`src/rtl/core/kmhcf_pkg.sv`:
```
`default_nettype none

package kmhcf_pkg;

	// Fixed field widths of the request and result channels
	localparam int SLOT_IN_W   = 11;
	localparam int OFFSET_IN_W = 16;
	localparam int COUNT_W     = 16;
	localparam int CAND_W      = 10;
	localparam int FWD_W       = 11;
	localparam int CFG_IDX_W   = 2;
	localparam int CFG_DATA_W  = 16;

	localparam logic [COUNT_W-1:0] COUNT_MAX = '1;

	// Operation codes
	localparam logic OP_HIT    = 1'b0;
	localparam logic OP_FINISH = 1'b1;

	// Configuration register indexes
	localparam logic [CFG_IDX_W-1:0] CFG_MIN_COUNT     = 2'd0;
	localparam logic [CFG_IDX_W-1:0] CFG_MIN_SPAN      = 2'd1;
	localparam logic [CFG_IDX_W-1:0] CFG_FORWARD_COUNT = 2'd2;

	// Reset values of the configuration registers
	localparam logic [CFG_DATA_W-1:0] MIN_COUNT_RST     = 16'd1;
	localparam logic [CFG_DATA_W-1:0] MIN_SPAN_RST      = 16'd0;
	localparam logic [FWD_W-1:0]      FORWARD_COUNT_RST = 11'd1024;

	typedef struct packed {
		logic                   op;
		logic [SLOT_IN_W-1:0]   matched_slot;
		logic [OFFSET_IN_W-1:0] query_offset;
	} in_item_t;

	typedef struct packed {
		logic [CAND_W-1:0] candidate;
		logic              none_found;
		logic              last;
		logic              overflow;
	} out_item_t;

	// Slot table access strobes
	typedef struct packed {
		logic rd;
		logic wr;
	} slot_ctrl_t;

	// Match list control strobes
	typedef struct packed {
		logic rd;
		logic append;
		logic set_ovf;
		logic clear;
	} list_ctrl_t;

	// Match list status
	typedef struct packed {
		logic full;
		logic overflow;
	} list_stat_t;

endpackage

`default_nettype wire

```
`src/rtl/core/kmhcf_mod_unit.sv`:
```
`default_nettype none

module kmhcf_mod_unit (
	input  wire logic                            clk,
	input  wire logic                            arst_n,
	input  wire logic                            start,
	input  wire logic [kmhcf_pkg::SLOT_IN_W-1:0] dividend,
	input  wire logic [kmhcf_pkg::FWD_W-1:0]     divisor,
	output logic                                 busy,
	output logic      [kmhcf_pkg::SLOT_IN_W-1:0] remainder
);

	localparam int DW    = kmhcf_pkg::SLOT_IN_W;
	localparam int CNT_W = $clog2(DW + 1);

	logic [DW:0]                     rem_q;
	logic [DW-1:0]                   dvd_q;
	logic [kmhcf_pkg::FWD_W-1:0]     div_q;
	logic [CNT_W-1:0]                cnt_q;
	logic                            busy_q;
	logic [DW:0]                     trial;
	logic                            fits;

	// One restoring step: shift in a dividend bit, subtract when it fits
	always_comb begin
		trial = {rem_q[DW-1:0], dvd_q[DW-1]};
		fits  = (trial >= (DW + 1)'(div_q));
	end

	// Count steps; a zero divisor passes the dividend straight through
	always_ff @(posedge clk or negedge arst_n) begin
		if (!arst_n) begin
			busy_q <= 1'b0;
			cnt_q  <= '0;
		end else if (start) begin
			busy_q <= (divisor != '0);
			cnt_q  <= CNT_W'(DW);
		end else if (busy_q) begin
			cnt_q <= cnt_q - 1'b1;
			if (cnt_q == CNT_W'(1)) begin
				busy_q <= 1'b0;
			end
		end
	end

	always_ff @(posedge clk) begin
		if (start) begin
			div_q <= divisor;
			dvd_q <= dividend;
			rem_q <= (divisor == '0) ? (DW + 1)'(dividend) : '0;
		end else if (busy_q) begin
			dvd_q <= {dvd_q[DW-2:0], 1'b0};
			rem_q <= fits ? (trial - (DW + 1)'(div_q)) : trial;
		end
	end

	assign busy      = busy_q;
	assign remainder = rem_q[DW-1:0];

endmodule

`default_nettype wire

```
`config.mk`:
```
export PLATFORM = sky130hd
export DESIGN_NAME = kmhcf_mod_unit
export DESIGN_NICKNAME = d
export VERILOG_FILES = /design/src/rtl/core/kmhcf_pkg.sv /design/src/rtl/core/kmhcf_mod_unit.sv
export SDC_FILE = /design/constraint.sdc
export NUM_CORES = 1
export LEC_CHECK = 0
export BUFFER_PORTS_ARGS = -buffer_cell sky130_fd_sc_hd__buf_4
export CAP_MARGIN = 25
export CORE_UTILIZATION = 50
export CTS_CLUSTER_DIAMETER = 80
export CTS_CLUSTER_SIZE = 10
export DETAILED_ROUTE_END_ITERATION = 7
export MAX_ROUTING_LAYER = met4
export PLACE_DENSITY_LB_ADDON = 0.15
export REMOVE_ABC_BUFFERS = 1
export SYNTH_ARGS = -nofsm -noshare
export SYNTH_HDL_FRONTEND = slang
export SYNTH_SLANG_ARGS = --single-unit
```
`constraint.sdc`:
```
create_clock -name clk -period 4.59 [get_ports clk]
set_input_delay 0 -clock clk [delete_from_list [all_inputs] [get_ports clk]]
set_output_delay 0 -clock clk [all_outputs]
set_load 0.1 [all_outputs]
```
---- After elaboration in Yosys (flattened, before gate mapping) ----
Index checks and enable logic that the tools add are counted.
Widths: inputs -> output; s select.
storage, ports and cells
  flip-flop bits (word level) ............. 38
  input port bits ......................... 25
  logic and storage cells ................. 23
  output and inout bits ................... 12
operators by class
  equality and inequality tests ........... 1
  order comparisons ....................... 1
  add/subtract/negate cells ............... 2
  reductions and logical operators ........ 3
  mux-type cells .......................... 11
operators with widths
  kind                 count
  $mux 11              6
  $ge 12x11->1         1
  $logic_not 11->1     1
  $reduce_bool 11->1   1
  $sub 11x11->11       1
  $mux 4               2
  $eq 4x1->1 const B   1
  $sub 4x1->4 const B  1
  $mux 1               3
  $reduce_bool 2->1    1

---- Logic depth before layout (Yosys ltp) ----
  depth after elaboration ................. 4
  mapped depth ............................ 10
  depth with buffers taken out ............ 9

---- Least setup slack after synthesis ----
OpenSTA, ideal clock, no wires.
  path type ............................... reg2reg
  start point ............................. reg rem_q[0]
  end point ............................... reg rem_q[6] (data pin)
  library setup time ...................... 0.268 ns
  path slack .............................. 1.629 ns
  required time ........................... 4.322 ns
  cell stages (with the launch flop) ...... 10
  buffers on the path ..................... 1
  period minus slack after synthesis ...... 2.961 ns
  data arrival time ....................... 2.693 ns
  cells stage by stage .................... edfxtp_1 -> inv_1 -> fa_1 -> nand2b_2 -> a21oi_2 -> a41oi_2 -> o21a_1 -> buf_2 -> a41oi_1 -> o31ai_1
on the way
  cells in the longest elaborated chain, start to end .. 4
  elaborated cells between the ends (all ways) .. 5
  those cells by class .................... add/sub: 1; order compare: 1; mux: 3
RTL lines
  element                                                RTL line                                    text
  from (decl)                                            kmhcf_mod_unit.sv:16                        logic [DW:0] rem_q;
  from (signal assigned)                                 kmhcf_mod_unit.sv:50                        rem_q <= (divisor == '0) ? (DW + 1)'(dividend) : '0;
  from (signal assigned)                                 kmhcf_mod_unit.sv:53                        rem_q <= fits ? (trial - (DW + 1)'(div_q)) : trial;
  $sub 11x11->11 / $ge 12x11->1 (equally long branches)  kmhcf_mod_unit.sv:53, kmhcf_mod_unit.sv:27
  $mux 11 *                                              kmhcf_mod_unit.sv:53
  $mux 11 *                                              kmhcf_mod_unit.sv:51                        end else if (busy_q) begin
  $mux 11 *                                              kmhcf_mod_unit.sv:47                        if (start) begin
Mark *: on every way between the ends. The rest lies on a longest branch, timed or not. The select of a mux whose other input is x is not followed.
A chain may end at the register's enable or synchronous reset.

---- Final worst setup path ----
  start point ............................. reg dvd_q[10]
  end point ............................... reg rem_q[4] (data pin)
on the way
  cells in the longest elaborated chain, start to end .. 4
  elaborated cells between the ends (all ways) .. 5
  those cells by class .................... add/sub: 1; order compare: 1; mux: 3
RTL lines
  element                                                RTL line                                    text
  from (decl)                                            kmhcf_mod_unit.sv:17                        logic [DW-1:0] dvd_q;
  from (signal assigned)                                 kmhcf_mod_unit.sv:49                        dvd_q <= dividend;
  from (signal assigned)                                 kmhcf_mod_unit.sv:52                        dvd_q <= {dvd_q[DW-2:0], 1'b0};
  $sub 11x11->11 / $ge 12x11->1 (equally long branches)  kmhcf_mod_unit.sv:53, kmhcf_mod_unit.sv:27
  $mux 11 *                                              kmhcf_mod_unit.sv:53
  $mux 11 *                                              kmhcf_mod_unit.sv:51
  $mux 11 *                                              kmhcf_mod_unit.sv:47
Marked as above.

==> results.py <==
metrics = {
    "outcome": {
        "status": "finished clean",
    },
    "critical_path": {
        "crit_slowest_cell": "a2111o_1",
        "worstPathRequired_ns": 4.73,
        "arrival_ns": 2.62,
        "crit_fanout": 12,
        "worst_setup_path_start_kind": "flip-flop",
        "crit_type": "reg -> reg",
        "worst-path-stages": 9,
        "reg2reg_depth": 9,
        "crit_family": "compound AO/OA/AOI/OAI gates",
        "path_cells": "inv_1 > ha_1 > fa_1 > nand2b_2 > a21oi_2 > a41oi_2 > o21a_1 > a2111o_1 > o211ai_1",
        "worst-path-buf-inv": 1,
        "cp-end-kind": "flip-flop",
        "cp_slowest_stage_delay_ns": 0.42,
    },
    "routing": {
        "ant_nets": 0,
        "wl_um": 4880,
        "route.detailed.drc": 0,
        "firstDrtPassIters": 4,
        "dr.first_iter.drc_count": 137,
        "vias_per_cell": 5.77,
        "routedWlPerCell_um": 16.0,
        "vias": 1761,
    },
    "global_route": {
        "grt_pass1_wl_um": 7890,
        "grtUsageTotal_pct": 22.0,
        "grt.overflow.total": 0,
        "grt_max_degree": 47,
        "grt_pass1_vias": 1668,
        "antenna_found_initial": 0,
    },
    "die": {
        "pin_count": 37,
        "die_w_um": 69.8,
        "std_cell_rows": 24,
        "dieHeight_um": 69.8,
        "fp.coreArea_sq_um": 4380,
        "die_area_sq_um": 4870,
        "initial_core_util_pct": 52.5,
    },
    "final_layout": {
        "area_growth_syn_to_layout_pct": 21.8,
        "fill_cells": 385,
        "layout.nets": 291,
        "diodes": 0,
        "drive_above_1_share_pct": 28.1,
    },
    "power": {
        "ir_drop_v": 0.000488,
        "p_total_mw": 1.63,
        "p_per_area_nw_per_um2": 581,
        "power.leakage_nw": 1.19,
    },
    "job": {
        "max-cap-violations": 0,
    },
    "sta": {
        "maxSlewHeadroom_pct": 64.5,
        "finalWorstSetupSlack_ns": 2.11,
        "tns_ns": 0,
        "rsz0062_at_grt": "false",
        "finalCritPeriodShare_pct": 54.0,
        "hold_viol": 0,
        "fin_skew_ns": 0.00900,
        "finalCriticalPeriod_ns": 2.48,
        "setup_violations": 0,
        "drv_slew": 0,
        "worst_pin_slew_ns": 0.533,
        "fmax_mhz": 403,
    },
    "yosys": {
        "yosys_warnings": 0,
        "async_reset_ff_share_pct": 13.2,
        "ys_types": 53,
        "ys_seq_area_share_pct": 48.5,
        "syn-cell-area_sq_um": 2300,
        "synth.top_cell.area_share_pct": 43.1,
        "yosysMostFrequentCell": "edfxtp_1",
        "synth.avg_cell_area_sq_um": 11.3,
        "synth_edf_count": 33,
        "synth_seq_cells": 38,
        "synth_cells": 203,
        "synth_top_flop_cell": "edfxtp_1",
        "synth_common_cells": "33 x edfxtp_1, 17 x inv_1, 17 x nand2_1",
        "ys_top_cells_by_area": "edfxtp_1 43%, ha_1 7.1%, dfrtp_1 5.4%, mux2_2 3.9%, inv_1 2.8%",
        "yosys.area.top_type": "edfxtp_1",
    },
    "cts": {
        "cts_made_buffers": 5,
        "clk_pin_slew_ns": 0.08,
        "cts.sinks": 38,
        "clockBufferDepth": 2,
        "cts_htree_levels": 2,
        "cts_tree": "built",
        "clkLatencyLatePin_ns": 0.29,
        "cts-root-buf": "clkbuf_8",
        "post_cts_resized": 0,
    },
    "placed_design": {
        "dp_hpwl_um": 3480,
        "port_buffers": 36,
        "post-place-ws_ns": 2.13,
        "gp_congestion": 0.818,
    },
    "min_path": {
        "hold_class": "in -> reg",
        "hold_depth": 2,
    },
}
[power breakdown]
part / switching [mW] / internal, mW / total, mW
Combinational: 0.607 / 0.287 / 0.895
Clock: 0.117 / 0.104 / 0.221
Sequential: 0.0544 / 0.459 / 0.513
Total: 0.779 / 0.850 / 1.63
[layer usage]
| layer | GRT usage, % | part of all wire (%) |
|---|---|---|
| met5 | - | 0 |
| met4 | 6.00 | 0.80 |
| met3 | 4.80 | 3.6 |
| met2 | 34.9 | 50 |
| met1 | 28.7 | 45 |
[cell type report]
| cell class | count | area, sq um | area share [%] |
|---|---|---|---|
| flip-flops and latches | 38 | 1120 | 39.8 |
| multi-input cells | 140 | 1070 | 38.1 |
| repair buffers | 50 | 405 | 14.5 |
| clock buffers | 5 | 68.8 | 2.46 |
| well taps | 52 | 65.1 | 2.32 |
| inverters | 17 | 63.8 | 2.28 |
| clock inverters | 3 | 16.3 | 0.581 |
[sequential cells by signal, summed over array words and instances, names as in the netlist]
| register | count |
|---|---|
| dvd_q | 11 |
| busy | 1 |
| rem_q | 11 |
| cnt_q | 4 |
| div_q | 11 |
[cell usage in the layout, fill, tap and decap left out, drive strengths merged, types with 2 or more instances in the layout]
cell type,Yosys,layout
dfrtp,5,5
nor3,2,2
o41ai,3,3
clkinv,0,2
nor4,4,4
a31oi,2,2
xnor2,4,4
a41oi,6,6
nand2,17,17
buf,4,38
inv,17,17
o21a,2,2
a21oi,5,5
nand3,7,7
clkbuf,4,5
nor2,11,11
o311ai,2,2
o31ai,4,4
ha,13,13
o21ai,10,10
or2,2,2
nand4,3,3
a211oi,2,2
edfxtp,33,33
a21o,3,3
mux2,8,8
and3,6,6
nor2b,3,3
o211ai,2,2
xor2,7,7
nand2b,2,2
dlygate4sd3,0,12
[timing repair]
item,CTS,global route
hold buffers,12,0
hold endpoints to repair,16,0
setup buffers,0,0
setup endpoints to repair,0,0
[per-stage QoR]
stage	std cells	utilization, %	hold WS (ns)	cell area, sq um
5_1_grt	305	63.9	0.00860	2800
2_1_floorplan	195	-	-0.296	2250
6_report	305	63.9	0.0154	2800
3_3_place_gp	285	59.2	-0.197	2600
3_5_place_dp	285	59.2	-0.196	2600
4_1_cts	305	63.9	0.00573	2800
[logic make-up (layout without fill, tap and decap cells)]
kind of cell	Yosys count	count (layout)	share of synthesized area, %
xor+xnor	11	11	4.19
buf+inv	25	75	5.11
simple gates	60	60	13.6
compound gates	47	47	16.7
fa+ha+maj	14	14	7.94
mux	8	8	3.92
flops	38	38	48.5
[worst paths after layout]
kind	from	end	slack, ns
worst min register to register	cnt_q[3]	cnt_q[3]	0.54
worst max-delay path	dvd_q[10]	rem_q[4]	2.11
min in group asynchronous	arst_n	cnt_q[3]	0.05
worst min-delay path	dividend[5]	dvd_q[5]	0.02
max in group asynchronous	arst_n	busy	4.44
worst max register to register	dvd_q[10]	rem_q[4]	2.11
[worst reg2reg max path, cell delays in order, from the launching register on]
cell,delay (ns)
edfxtp_1,0.35
inv_1,0.05
ha_1,0.22
fa_1,0.41
nand2b_2,0.23
a21oi_2,0.17
a41oi_2,0.07
o21a_1,0.35
a2111o_1,0.42
o211ai_1,0.08
(Power assumes the default switching activity.)
