### config.mk
export PLATFORM = sky130hd
export DESIGN_NAME = kmhcf_list
export DESIGN_NICKNAME = d
export VERILOG_FILES = /design/src/rtl/core/kmhcf_pkg.sv /design/src/rtl/core/kmhcf_list.sv
export SDC_FILE = /design/constraint.sdc
export NUM_CORES = 1
export LEC_CHECK = 0
export BUFFER_PORTS_ARGS = -buffer_cell sky130_fd_sc_hd__buf_4
export CAP_MARGIN = 40
export CORE_AREA = 4 4 270 272
export DETAILED_ROUTE_END_ITERATION = 16
export DIE_AREA = 0 0 274 276
export PLACE_DENSITY = 0.51
export SLEW_MARGIN = 0
export SYNTH_ARGS = -nofsm -noshare
export SYNTH_HDL_FRONTEND = slang
export SYNTH_SLANG_ARGS = --single-unit
### constraint.sdc
create_clock -name clk -period 3 [get_ports clk]
set_clock_uncertainty 0.1 [all_clocks]
set_input_delay 0.45 -clock clk [delete_from_list [all_inputs] [get_ports clk]]
set_output_delay 0.45 -clock clk [all_outputs]
set_load 0.01 [all_outputs]
### src/rtl/core/kmhcf_pkg.sv
`default_nettype none

package kmhcf_pkg;

	// Fixed field widths of the request and result channels
	localparam int SLOT_IN_W   = 11;
	localparam int OFFSET_IN_W = 16;
	localparam int COUNT_W     = 16;
	localparam int CAND_W      = 10;
	localparam int FWD_W       = 11;
	localparam int CFG_IDX_W   = 2;
	localparam int CFG_DATA_W  = 16;

	localparam logic [COUNT_W-1:0] COUNT_MAX = '1;

	// Operation codes
	localparam logic OP_HIT    = 1'b0;
	localparam logic OP_FINISH = 1'b1;

	// Configuration register indexes
	localparam logic [CFG_IDX_W-1:0] CFG_MIN_COUNT     = 2'd0;
	localparam logic [CFG_IDX_W-1:0] CFG_MIN_SPAN      = 2'd1;
	localparam logic [CFG_IDX_W-1:0] CFG_FORWARD_COUNT = 2'd2;

	// Reset values of the configuration registers
	localparam logic [CFG_DATA_W-1:0] MIN_COUNT_RST     = 16'd1;
	localparam logic [CFG_DATA_W-1:0] MIN_SPAN_RST      = 16'd0;
	localparam logic [FWD_W-1:0]      FORWARD_COUNT_RST = 11'd1024;

	typedef struct packed {
		logic                   op;
		logic [SLOT_IN_W-1:0]   matched_slot;
		logic [OFFSET_IN_W-1:0] query_offset;
	} in_item_t;

	typedef struct packed {
		logic [CAND_W-1:0] candidate;
		logic              none_found;
		logic              last;
		logic              overflow;
	} out_item_t;

	// Slot table access strobes
	typedef struct packed {
		logic rd;
		logic wr;
	} slot_ctrl_t;

	// Match list control strobes
	typedef struct packed {
		logic rd;
		logic append;
		logic set_ovf;
		logic clear;
	} list_ctrl_t;

	// Match list status
	typedef struct packed {
		logic full;
		logic overflow;
	} list_stat_t;

endpackage

`default_nettype wire

### src/rtl/core/kmhcf_list.sv
`default_nettype none

module kmhcf_list #(
	parameter int MATCH_LIST_DEPTH = 64
) (
	input  wire logic                                    clk,
	input  wire logic                                    arst_n,
	input  wire kmhcf_pkg::list_ctrl_t                   ctrl,
	input  wire logic [kmhcf_pkg::SLOT_IN_W-1:0]         wr_slot,
	input  wire logic [((MATCH_LIST_DEPTH > 1) ? $clog2(MATCH_LIST_DEPTH) : 1)-1:0] rd_idx,
	output logic      [kmhcf_pkg::SLOT_IN_W-1:0]         rd_slot,
	output logic      [$clog2(MATCH_LIST_DEPTH + 1)-1:0] len,
	output kmhcf_pkg::list_stat_t                        stat
);

	localparam int LEN_W = $clog2(MATCH_LIST_DEPTH + 1);
	localparam int IDX_W = (MATCH_LIST_DEPTH > 1) ? $clog2(MATCH_LIST_DEPTH) : 1;

	logic [kmhcf_pkg::SLOT_IN_W-1:0] list_mem [MATCH_LIST_DEPTH];
	logic [kmhcf_pkg::SLOT_IN_W-1:0] rd_slot_q;
	logic [LEN_W-1:0]                len_q;
	logic                            ovf_q;

	// Track fill level and dropped-slot flag
	always_ff @(posedge clk or negedge arst_n) begin
		if (!arst_n) begin
			len_q <= '0;
			ovf_q <= 1'b0;
		end else if (ctrl.clear) begin
			len_q <= '0;
			ovf_q <= 1'b0;
		end else begin
			if (ctrl.append) begin
				len_q <= len_q + 1'b1;
			end
			if (ctrl.set_ovf) begin
				ovf_q <= 1'b1;
			end
		end
	end

	always_ff @(posedge clk) begin
		if (ctrl.append) begin
			list_mem[len_q[IDX_W-1:0]] <= wr_slot;
		end
	end

	always_ff @(posedge clk) begin
		if (ctrl.rd) begin
			rd_slot_q <= list_mem[rd_idx];
		end
	end

	assign rd_slot       = rd_slot_q;
	assign len           = len_q;
	assign stat.full     = (len_q == LEN_W'(MATCH_LIST_DEPTH));
	assign stat.overflow = ovf_q;

`ifndef SYNTHESIS
	a_no_append_full: assert property (@(posedge clk) disable iff (!arst_n)
		ctrl.append |-> (len_q < LEN_W'(MATCH_LIST_DEPTH)))
		else $error("append to a full match list");

	a_clear_empties: assert property (@(posedge clk) disable iff (!arst_n)
		ctrl.clear |=> (len_q == '0) && !ovf_q)
		else $error("match list not emptied by clear");
`endif

endmodule

`default_nettype wire

[Word level (Yosys, flattened, before mapping)]
Memory sizes are Yosys's and may differ from the RTL's. A register that Yosys moved wholly into a read port is not among the register bits.
Cells that the tools add are included.
Storage, ports and cells
  logic and storage cells: 13
  input bits: 23
  flip-flop bits (word level): 8
  memories: 1
  RAM bits: 704
  output and inout bits: 20
Operators by class
  equal/unequal tests: 1
  muxes and demuxes: 6
  reduce and logical (&&, ||, !) cells: 2
  add/subtract/negate cells: 1
Memories
  list_mem: words 64, width 11, rd ports 1, clocked after Yosys merged registers in 1, write ports 1, line kmhcf_list.sv:19  | logic [kmhcf_pkg::SLOT_IN_W-1:0] list_mem [MATCH_LIST_DEPTH];
Operator list (count)
  $mux 7: 2
  $add 7x1->7 const B: 1
  $eq 7x7->1 const B: 1
  $mux 1: 4
  $reduce_bool 2->1: 2

[Logic depth before layout (Yosys ltp)]
Gate-level depths: netlist of run 1.
  depth in word-level cells: 3
  depth in mapped cells: 8
  depth with buffers taken out: 4

[Worst setup path before layout of run 1]
OpenSTA, ideal clock, no wires.
  kind: flip-flop to flip-flop
  start: register len_q[0] (netlist: len[0])
  end: memory list_mem[40][0] (netlist bit), enable pin
  clock period less this slack: 2.388 ns
  buffers on the path: 1
  arrival time: 1.895 ns
  data required time: 2.507 ns
  stages on the path, launching flop included: 5
  slack: 0.612 ns
  cell sequence: dfrtp_1 > clkbuf_1 > nor2b_1 > nand3_1 > nor3_1
RTL lines
  start, declared: line kmhcf_list.sv:21  | logic [LEN_W-1:0] len_q;
  start signal, assigned: line kmhcf_list.sv:34  | len_q <= len_q + 1'b1;
  end, declared: line kmhcf_list.sv:19
No word-level cell before the write port.

==> results of run 1 <==
cell usage in the layout (no fill, tap or decap), types with 11 or more instances in the layout:
cell type | synthesis | routed
nand2_1 | 23 | 23
o22ai_1 | 51 | 51
nor2_1 | 74 | 74
clkinv_1 | 0 | 18
mux2_2 | 52 | 52
a221oi_1 | 11 | 11
mux4_2 | 150 | 150
a22oi_1 | 17 | 17
edfxtp_1 | 715 | 715
buf_4 | 9 | 172
clkinv_2 | 0 | 16
o221ai_1 | 16 | 16
clkbuf_1 | 26 | 19
clkbuf_16 | 0 | 80
sequential cells by signal, summed over array words and instances, names as in the netlist:
| name | count |
|---|---|
| list_mem | 704 |
| len | 7 |
| ovf_q | 1 |
| rd_slot | 11 |
repair_timing:
item / CTS / global route
hold buffers: 3 / 0
endpoints found under the hold margin: 16 / 0
setup buffers: 0 / 0
logic make-up after synthesis:
kind of cell	synth area share
flops	0.777
mux	0.146
simple gates	0.0280
compound gates	0.0317
buf+inv	0.0157
xor+xnor	0.00126
fa+ha+maj	0.000897
area by class of cell:
class                   instances  area, um2
inverters                       4       15.0
clock inverters                43        318
fillers                      5985      38100
diodes                          1       2.50
repair buffers                189       1560
flip-flops and latches        723      21700
well taps                     950       1190
clock buffers                 100       2090
multi-input cells             504       5810
synthesized netlist by cell type, types with 4 or more instances:
cell type,count
edfxtp_1,715
mux4_2,150
nor2_1,74
mux2_2,52
o22ai_1,51
buf_2,27
clkbuf_1,26
nand2_1,23
a22oi_1,17
o221ai_1,16
a221oi_1,11
mux2i_1,10
nand3_1,10
nor4_1,10
buf_4,9
a22o_1,8
a31oi_1,8
buf_6,8
dfrtp_1,8
buf_1,7
nor2b_1,7
nor3_1,7
nand2b_1,6
o21ai_0,5
and3b_1,4
inv_1,4
nand3b_1,4
nand4_1,4
routing by layer:
metal | wire length (um) | share of wire
met4 | 2250 | 0.032
met5 | 20 | 0.00029
met3 | 3690 | 0.053
met2 | 33400 | 0.48
met1 | 30700 | 0.44
power by group through the flow:
stage          Clock, mW  Combinational, mW  Sequential (mW)
3_5_place_dp           0               1.10             11.4
3_3_place_gp           0               1.09             11.4
5_1_grt             9.74               1.16             11.2
2_1_floorplan          0              0.534             11.4
6_report            9.06               1.08             11.2
4_1_cts             9.29               1.11             11.2
worst min-delay path by stage:
stage / start / endpoint / slack (ns) / cells after the start
3_3_place_gp: arst_n / ovf_q / 0.17 / 1
3_5_place_dp: arst_n / ovf_q / 0.18 / 1
6_report: arst_n / ovf_q / 0.1 / 2
4_1_cts: arst_n / ovf_q / 0.05 / 2
5_1_grt: arst_n / len[3] / 0.09 / 2
2_1_floorplan: arst_n / len[0] / 0.05 / 0
stage by stage:
stage | setup WS, ns | hold WS [ns] | std cells | cell area, um2 | util
3_3_place_gp | -0.315 | 0.175 | 2364 | 30200 | 0.427
3_5_place_dp | 0.00927 | 0.180 | 2367 | 30200 | 0.427
6_report | 0.107 | 0.0973 | 2514 | 32700 | 0.462
4_1_cts | 0.0839 | 0.0518 | 2513 | 32600 | 0.461
2_1_floorplan | 0.612 | 0.0544 | 1309 | 27900 | -
5_1_grt | 0.0339 | 0.0860 | 2513 | 32600 | 0.461
==> out/qor.txt, run 1 <==
Slew headroom - 0.348
Post-DP HPWL - 43,100 um
Crit path kind - flop to primary output
P_sw - 4.49 mW
Crit path launch - len[3]
Synth top area share - 0.770
Initial antenna violation count - 3
Worst slew pin tran - 0.969 ns
WP depth - 3
Tightest Hold Check Type - input port to asynchronous set/reset pin
Power share of the clock group - 0.425
Register bit count reported by yosys - 723
Area Overhead vs Synth - 17.0%
Iter 0 DRT Violations - 1,454
Peak VDD IR - 0.441 mV
RSZ-0062 raised after global routing - false
CTS buffer count - 77
Final TNS setup - 0 ns
Lkg Pwr - 10.4 nW
Register area share after synthesis - 0.777
Met1 Usage GRT - 0.269
Pwr per Cell Area - 653 nW/um2
GR Util All Layers - 0.187
Routed WL per cell - 27.8 um
Max Slew Vio Count - 0
Via Count - 13,800
Drt via density - 5.49
Crit-path max cell delay - 0.72 ns
WL final - 70,000 um
Die height - 276 um
Worst-path cell chain - or3_1, nor3_1, buf_4
Die Area - 75,600 um2
Crit-path leading delay family - simple AND/OR/NAND/NOR gates
Port bufs - 42
Crit path buf inv count - 1
Core area - 70,800 um2
Max Clk Rate - 0.346 GHz
FF-to-FF setup slack - 0.50 ns
Drc violations - 0
Worst Path Max Fanout - 10
Final worst-path cycle share - 0.964
Design Power - 21.3 mW
Setup violators final - 0
Worst EP arrival - 2.34 ns
Initial core utilization - 0.394
Synth warn - 0
Cell taking the most area after synthesis - edfxtp_1
Largest net degree at the start of global routing - 65
Antenna viol nets, final - 0
Worst Setup End Kind - primary output
Total global routing overflow - 0
Sequential power share - 0.524
Unique masters post-synth - 42
Synth Flop Type - edfxtp_1
Top Usage Layer GRT - met2
Clock root cell - clkbuf_16
Drt first pass iters - 8
Number of global-route vias before repair - 14,300
GRT met3 Usage - 0.0337
CTS max path bufs - 3
Top cells by area, synth - edfxtp_1, mux4_2, mux2_2, o22ai_1, nor2_1
Status - finished clean
Cells after Synth - 1,309
Combinational power share - 0.051
CTS tree - yes
Clock-pin slew on the worst setup and hold paths - 0.06 ns
Asr flop ratio synth - 0.0111
Layout cell share with drive strength beyond 1 - 0.322
Post-Syn Area per Cell - 21.3 um2
Worst path slowest cell - or3_1
Hold Fails Final Rpt - 0
Post-route minimum period - 2.89 ns
Pint - 16.8 mW
Htree depth - 3
Worst setup SP type - flop
Fin nets - 1,524
CTS Sinks - 723
EDFF count, synth - 715
Worst r2r src - len[0]
Worst Path Required - 2.45 ns
Worst r2r path cells - 4
Syn_nets - 1,334
Reg-to-Reg End - list_mem[30][6]
FP Rows - 98
Io pins - 43
Max Cap Viol - 0
GRT met2 Usage - 0.290
CTS resizes - 0
Die Span X - 274 um
Switching Share - 0.210
First-pass GRT wire length - 102,000 um
Worst skew pair latency - 0.61 ns
Post-synthesis instance area - 27,900 um2
Worst setup path end - stat[1]
Gpl congestion - 0.810
Note: power is estimated with default switching activity, not from simulation.
==> inputs of run 2 (changes only) <==
--- a/config.mk
+++ b/config.mk
@@ -10,7 +10,7 @@
 export CORE_AREA = 4 4 270 272
 export DETAILED_ROUTE_END_ITERATION = 16
 export DIE_AREA = 0 0 274 276
-export PLACE_DENSITY = 0.51
+export PLACE_DENSITY_LB_ADDON = 0.05
 export SLEW_MARGIN = 0
 export SYNTH_ARGS = -nofsm -noshare
 export SYNTH_HDL_FRONTEND = slang
==> out/qor.txt, run 2 (synthesis gave the netlist of run 1 again) <==
Power share of the clock group - 0.434 (was 0.425)
Setup violators final - 0 (unchanged)
Drt via density - 5.44 (was 5.49)
Min-Delay Path Depth - 3
Post-DP HPWL - 45,100 um (was 43,100 um)
Routed WL per cell - 29.3 um (was 27.8 um)
Placed cell count - 2,368 (was 2,367)
CTS buffer count - 78 (was 77)
FF-to-FF setup slack - 0.58 ns (was 0.50 ns)
Lkg Pwr - 10.5 nW (was 10.4 nW)
Final worst-path setup slack - 0.334 ns (was 0.107 ns)
Io pins - 43 (unchanged)
P_sw - 4.54 mW (was 4.49 mW)
Sequential power share - 0.515 (was 0.524)
Worst r2r src - len[1] (was len[0])
Worst min-delay path startpoint - ctrl[2]
Register area - 21,700 um2 (unchanged)
CTS tree - yes (unchanged)
Iter 0 DRT Violations - 1,190 (was 1,454)
First-pass GRT wire length - 106,000 um (was 102,000 um)
Combinational power share - 0.051 (about the same)
Commonest non-fill, non-tap cells in the layout - edfxtp_1, buf_4, mux4_2 (unchanged)
Multi-input logic area - 5810 um2 (unchanged)
Ant. Diodes - 0 (was 1)
Status - finished clean (unchanged)
Number of global-route vias before repair - 14,100 (was 14,300)
Htree depth - 3 (unchanged)
Crit path kind - flop to primary output (unchanged)
Initial core utilization - 0.394 (unchanged)
Core area - 70,800 um2 (unchanged)
CTS Sinks - 723 (unchanged)
Peak VDD IR - 0.401 mV (was 0.441 mV)
Pwr per Cell Area - 662 nW/um2 (was 653 nW/um2)
Worst setup SP type - flop (unchanged)
Via Count - 13,700 (was 13,800)
Fin nets - 1,527 (was 1,524)
Worst Path Required - 2.45 ns (about the same)
Final TNS setup - 0 ns (unchanged)
Hold Path Sink - len[0]
Hold Fails Final Rpt - 0 (unchanged)
Clock root cell - clkbuf_16 (unchanged)
Pint - 17.2 mW (was 16.8 mW)
Antenna viol nets, final - 0 (unchanged)
Tightest Hold Check Type - input port to flop (was input port to asynchronous set/reset pin)
Switching Share - 0.209 (was 0.210)
Worst EP arrival - 2.12 ns (was 2.34 ns)
Fillcell total - 6,046 (was 5,985)
Max reg flops - 704 (unchanged)
Layout cell share with drive strength beyond 1 - 0.323 (was 0.322)
Crit path launch - len[3] (unchanged)
Die height - 276 um (unchanged)
Total global routing overflow - 0 (unchanged)
Worst r2r path cells - 5 (was 4)
RSZ-0062 raised after global routing - false (unchanged)
Clock-pin slew on the worst setup and hold paths - 0.06 ns (about the same)
Worst Path Max Fanout - 10 (unchanged)
CTS max path bufs - 3 (unchanged)
FP Rows - 98 (unchanged)
Worst Setup End Kind - primary output (unchanged)
Drt first pass iters - 5 (was 8)
WL final - 73,500 um (was 70,000 um)
Max Clk Rate - 0.375 GHz (was 0.346 GHz)
Area Overhead vs Synth - 17.5% (was 17.0%)
GR Util All Layers - 0.196 (was 0.187)
Non-filler cells, final - 2,509 (was 2,514)
Max Cap Viol - 0 (unchanged)
Largest net degree at the start of global routing - 65 (unchanged)
Worst slew pin tran - 1.05 ns (was 0.969 ns)
Worst skew pair latency - 0.60 ns (was 0.61 ns)
Die Span X - 274 um (unchanged)
Final worst-path cycle share - 0.889 (was 0.964)
Post-CTS setup buffer count - 0 (unchanged)
Max Slew Vio Count - 0 (unchanged)
Die Area - 75,600 um2 (unchanged)
Worst hold margin - 0.127 ns (was 0.0973 ns)
Port bufs - 42 (unchanged)
Gpl congestion - 0.794 (was 0.810)
Reg-to-Reg End - list_mem[27][5] (was list_mem[30][6])
Post-route minimum period - 2.67 ns (was 2.89 ns)
Setup WS pre-CTS - -0.0638 ns (was 0.00927 ns)
Most common cell after layout, fill and taps aside - edfxtp_1 (unchanged)
Drc violations - 0 (unchanged)
Slew headroom - 0.293 (was 0.348)
Initial antenna violation count - 1 (was 3)
## run 2: worst max-delay path by stage
stage	depth (start not counted)	end	slack, ns
2_1_floorplan	4	list_mem[40][0]	0.61
3_3_place_gp	7	rd_slot[7]	-0.09
3_5_place_dp	7	rd_slot[7]	-0.06
4_1_cts	4	stat[1]	0.30
5_1_grt	4	stat[1]	0.26
6_report	4	stat[1]	0.33
## run 2: critical path, cell delays in order (launching register included)
cell and delay [ns]:
dfrtp_1 0.51, or3_1 0.47, nor3_1 0.23, buf_4 0.18, buf_4 0.12
## run 2: cell type report
class                           count  share of cell area
Multi-Input combinational cell    504               0.177
Clock buffer                       97              0.0633
Tap cell                          950              0.0363
Inverter                            4            0.000458
Clock inverter                     40              0.0123
Timing Repair Buffer              191              0.0491
Sequential cell                   723               0.661
## run 2: power groups by stage
stage	sequential (mW)	combinational [mW]	clock [mW]
floorplan	11.4	0.534	0
global placement	11.4	1.12	0
detailed placement	11.4	1.13	0
CTS	11.2	1.14	9.69
global route	11.2	1.19	10.2
finish	11.2	1.11	9.41
## run 2: timing repair
item	CTS	global route
setup endpoints to repair	0	0
hold buffers	4	0
gates resized for setup	0	0
endpoints found under the hold margin	15	0
## run 2: through the flow
| step | util | power, mW | instance area, um2 |
|---|---|---|---|
| finish | 0.463 | 21.7 | 32800 |
| global route | 0.463 | 22.5 | 32800 |
| CTS | 0.463 | 22.0 | 32800 |
| detailed placement | 0.428 | 12.5 | 30300 |
| global placement | 0.427 | 12.5 | 30200 |
| floorplan | - | 11.9 | 27900 |
## run 2: routing by layer
layer | vias to the layer above | track usage | part of all wire
li1 | 5890 | - | -
met1 | 7343 | 0.281 | 0.45
met2 | 323 | 0.312 | 0.48
met3 | 95 | 0.0345 | 0.047
met4 | 2 | 0.0540 | 0.022
met5 | - | 0 | 0.00018
==> inputs of run 3 (changes only) <==
--- a/config.mk
+++ b/config.mk
@@ -5,11 +5,12 @@
 export SDC_FILE = /design/constraint.sdc
 export NUM_CORES = 1
 export LEC_CHECK = 0
-export BUFFER_PORTS_ARGS = -buffer_cell sky130_fd_sc_hd__buf_4
+export BUFFER_PORTS_ARGS = -buffer_cell sky130_fd_sc_hd__buf_2
 export CAP_MARGIN = 40
-export CORE_AREA = 4 4 270 272
+export CORE_AREA = 4 4 218 220
 export DETAILED_ROUTE_END_ITERATION = 16
-export DIE_AREA = 0 0 274 276
+export DIE_AREA = 0 0 222 224
+export MAX_ROUTING_LAYER = met4
 export PLACE_DENSITY_LB_ADDON = 0.05
 export SLEW_MARGIN = 0
 export SYNTH_ARGS = -nofsm -noshare
==> out/qor.txt, run 3 (synthesis gave the netlist of run 1 again) <==
Status - finished clean (unchanged)
Post-route minimum period - 2.80 ns (was 2.67 ns)
Max Slew Vio Count - 0 (unchanged)
Peak VDD IR - 0.499 mV (was 0.401 mV)
Pwr per Cell Area - 669 nW/um2 (was 662 nW/um2)
Worst slew pin tran - 0.951 ns (was 1.05 ns)
Fillcell total - 2,769 (was 6,046)
Drt via density - 6.51 (was 5.44)
Max Cap Viol - 0 (unchanged)
First-pass GRT wire length - 98,600 um (was 106,000 um)
Fin nets - 1,522 (was 1,527)
Largest net degree at the start of global routing - 65 (unchanged)
Worst Path Required - 2.45 ns (about the same)
Final TNS setup - 0 ns (unchanged)
Most common cell after layout, fill and taps aside - edfxtp_1 (unchanged)
Setup violators final - 0 (unchanged)
Total global routing overflow - 0 (unchanged)
Die Span X - 222 um (was 274 um)
Layout cell share with drive strength beyond 1 - 0.329 (was 0.323)
Initial core utilization - 0.616 (was 0.394)
Die Area - 49,700 um2 (was 75,600 um2)
Io pins - 43 (unchanged)
Routed WL per cell - 31.0 um (was 29.3 um)
Non-filler cells, final - 2,158 (was 2,509)
Worst Path Max Fanout - 10 (unchanged)
Worst skew pair latency - 0.60 ns (about the same)
Initial antenna violation count - 3 (was 1)
Switching Share - 0.202 (was 0.209)
Number of global-route vias before repair - 14,300 (was 14,100)
Worst Setup End Kind - primary output (unchanged)
Core area - 45,300 um2 (was 70,800 um2)
Clock root cell - clkbuf_16 (unchanged)
Tightest Hold Check Type - input port to flop (unchanged)
GR Util All Layers - 0.284 (was 0.196)
RSZ-0062 raised after global routing - false (unchanged)
FF-to-FF setup slack - 0.58 ns (about the same)
Htree depth - 3 (unchanged)
Lkg Pwr - 10.5 nW (about the same)
CTS tree - yes (unchanged)
Commonest non-fill, non-tap cells in the layout - edfxtp_1, mux4_2, buf_4 (was edfxtp_1, buf_4, mux4_2)
Antenna viol nets, final - 0 (unchanged)
Pint - 17.2 mW (about the same)
Worst min-delay path startpoint - ctrl[1] (was ctrl[2])
Register area - 21,700 um2 (unchanged)
Via Count - 14,100 (was 13,700)
Multi-input logic area - 5810 um2 (unchanged)
Fin util - 0.712 (was 0.463)
Crit path kind - flop to primary output (unchanged)
Drc violations - 0 (unchanged)
Die height - 224 um (was 276 um)
Combinational power share - 0.049 (was 0.051)
Iter 0 DRT Violations - 1,532 (was 1,190)
Worst setup SP type - flop (unchanged)
Max Clk Rate - 0.357 GHz (was 0.375 GHz)
Area Overhead vs Synth - 15.6% (was 17.5%)
Power share of the clock group - 0.433 (was 0.434)
Placed cell count - 2,022 (was 2,368)
Sequential power share - 0.518 (was 0.515)
Reg-to-Reg End - list_mem[27][2] (was list_mem[27][5])
Min-Delay Path Depth - 3 (unchanged)
FP Rows - 78 (was 98)
Clock-pin slew on the worst setup and hold paths - 0.06 ns (about the same)
Crit path launch - len[3] (unchanged)
Final worst-path cycle share - 0.933 (was 0.889)
Gpl congestion - 0.898 (was 0.794)
Worst r2r src - len[1] (unchanged)
Hold Path Sink - ovf_q (was len[0])
Hold Fails Final Rpt - 0 (unchanged)
Port bufs - 42 (unchanged)
Slew headroom - 0.360 (was 0.293)
WL final - 66,900 um (was 73,500 um)
CTS max path bufs - 3 (unchanged)
P_sw - 4.35 mW (was 4.54 mW)
Worst EP arrival - 2.25 ns (was 2.12 ns)
Post-DP HPWL - 42,400 um (was 45,100 um)
Worst r2r path cells - 5 (unchanged)
Drt first pass iters - 5 (unchanged)
CTS Sinks - 723 (unchanged)
CTS buffer count - 72 (was 78)
Max reg flops - 704 (unchanged)
## run 3: changes by cell type in the layout (fill, tap and decap cells not counted), moves of 4 or more
| cell | change |
|---|---|
| clkinv_1 | -5 |
| clkdlybuf4s15_2 | -4 |
| buf_4 | -32 |
| clkbuf_1 | -5 |
| diode_2 | +4 |
| buf_2 | +39 |
## run 3: how the worst max path moves through the flow
stage	to	slack (ns)	depth (start not counted)
2_1_floorplan	list_mem[40][0]	0.61	4
3_3_place_gp	rd_slot[7]	0.02	7
3_5_place_dp	rd_slot[7]	0.02	7
4_1_cts	stat[1]	0.21	4
5_1_grt	stat[1]	0.1	4
6_report	stat[1]	0.20	4
## run 3: cell type report
type,count,area share
flip-flops and latches,723,0.672
multi-input cells,504,0.180
clock buffers,90,0.0619
repair buffers,192,0.0468
well taps,600,0.0233
clock inverters,41,0.0149
inverters,4,0.000466
diodes,4,0.000310
## run 3: metrics by stage
| stage | hold WS, ns | worst slack (ns) | cell area [um2] | total power, mW |
|---|---|---|---|---|
| 2_1_floorplan | 0.0544 | 0.612 | 27900 | 11.9 |
| 3_3_place_gp | 0.222 | 0.0231 | 29700 | 12.4 |
| 4_1_cts | 0.0209 | 0.209 | 32200 | 21.7 |
| 3_5_place_dp | 0.228 | 0.0176 | 29700 | 12.5 |
| 5_1_grt | 0.0335 | 0.0955 | 32200 | 22.2 |
| 6_report | 0.0456 | 0.201 | 32200 | 21.6 |
## run 3: worst max-delay path: stages (launching register included)
cell	delay [ns]
dfrtp_1	0.50
or3_1	0.57
nor3_1	0.25
buf_4	0.19
buf_2	0.14
## run 3: power by group through the flow
stage	combinational [mW]	clock (mW)	sequential [mW]
global route	1.12	9.95	11.2
detailed placement	1.06	0	11.4
finish	1.06	9.34	11.2
global placement	1.04	0	11.4
CTS	1.06	9.47	11.2
floorplan	0.534	0	11.4
## run 3: timing repair
item,CTS,global route
buffers inserted,0,0
resized for setup,0,0
endpoints found under the hold margin,8,0
hold buffers,1,0
## run 3: routing by layer
| metal | up-vias | routed length [um] | global-route usage |
|---|---|---|---|
| li1 | 5886 | - | - |
| met1 | 7386 | 26400 | 0.397 |
| met2 | 673 | 32500 | 0.436 |
| met3 | 109 | 6100 | 0.0592 |
| met4 | 0 | 1950 | 0.0834 |
| met5 | - | 0 | - |
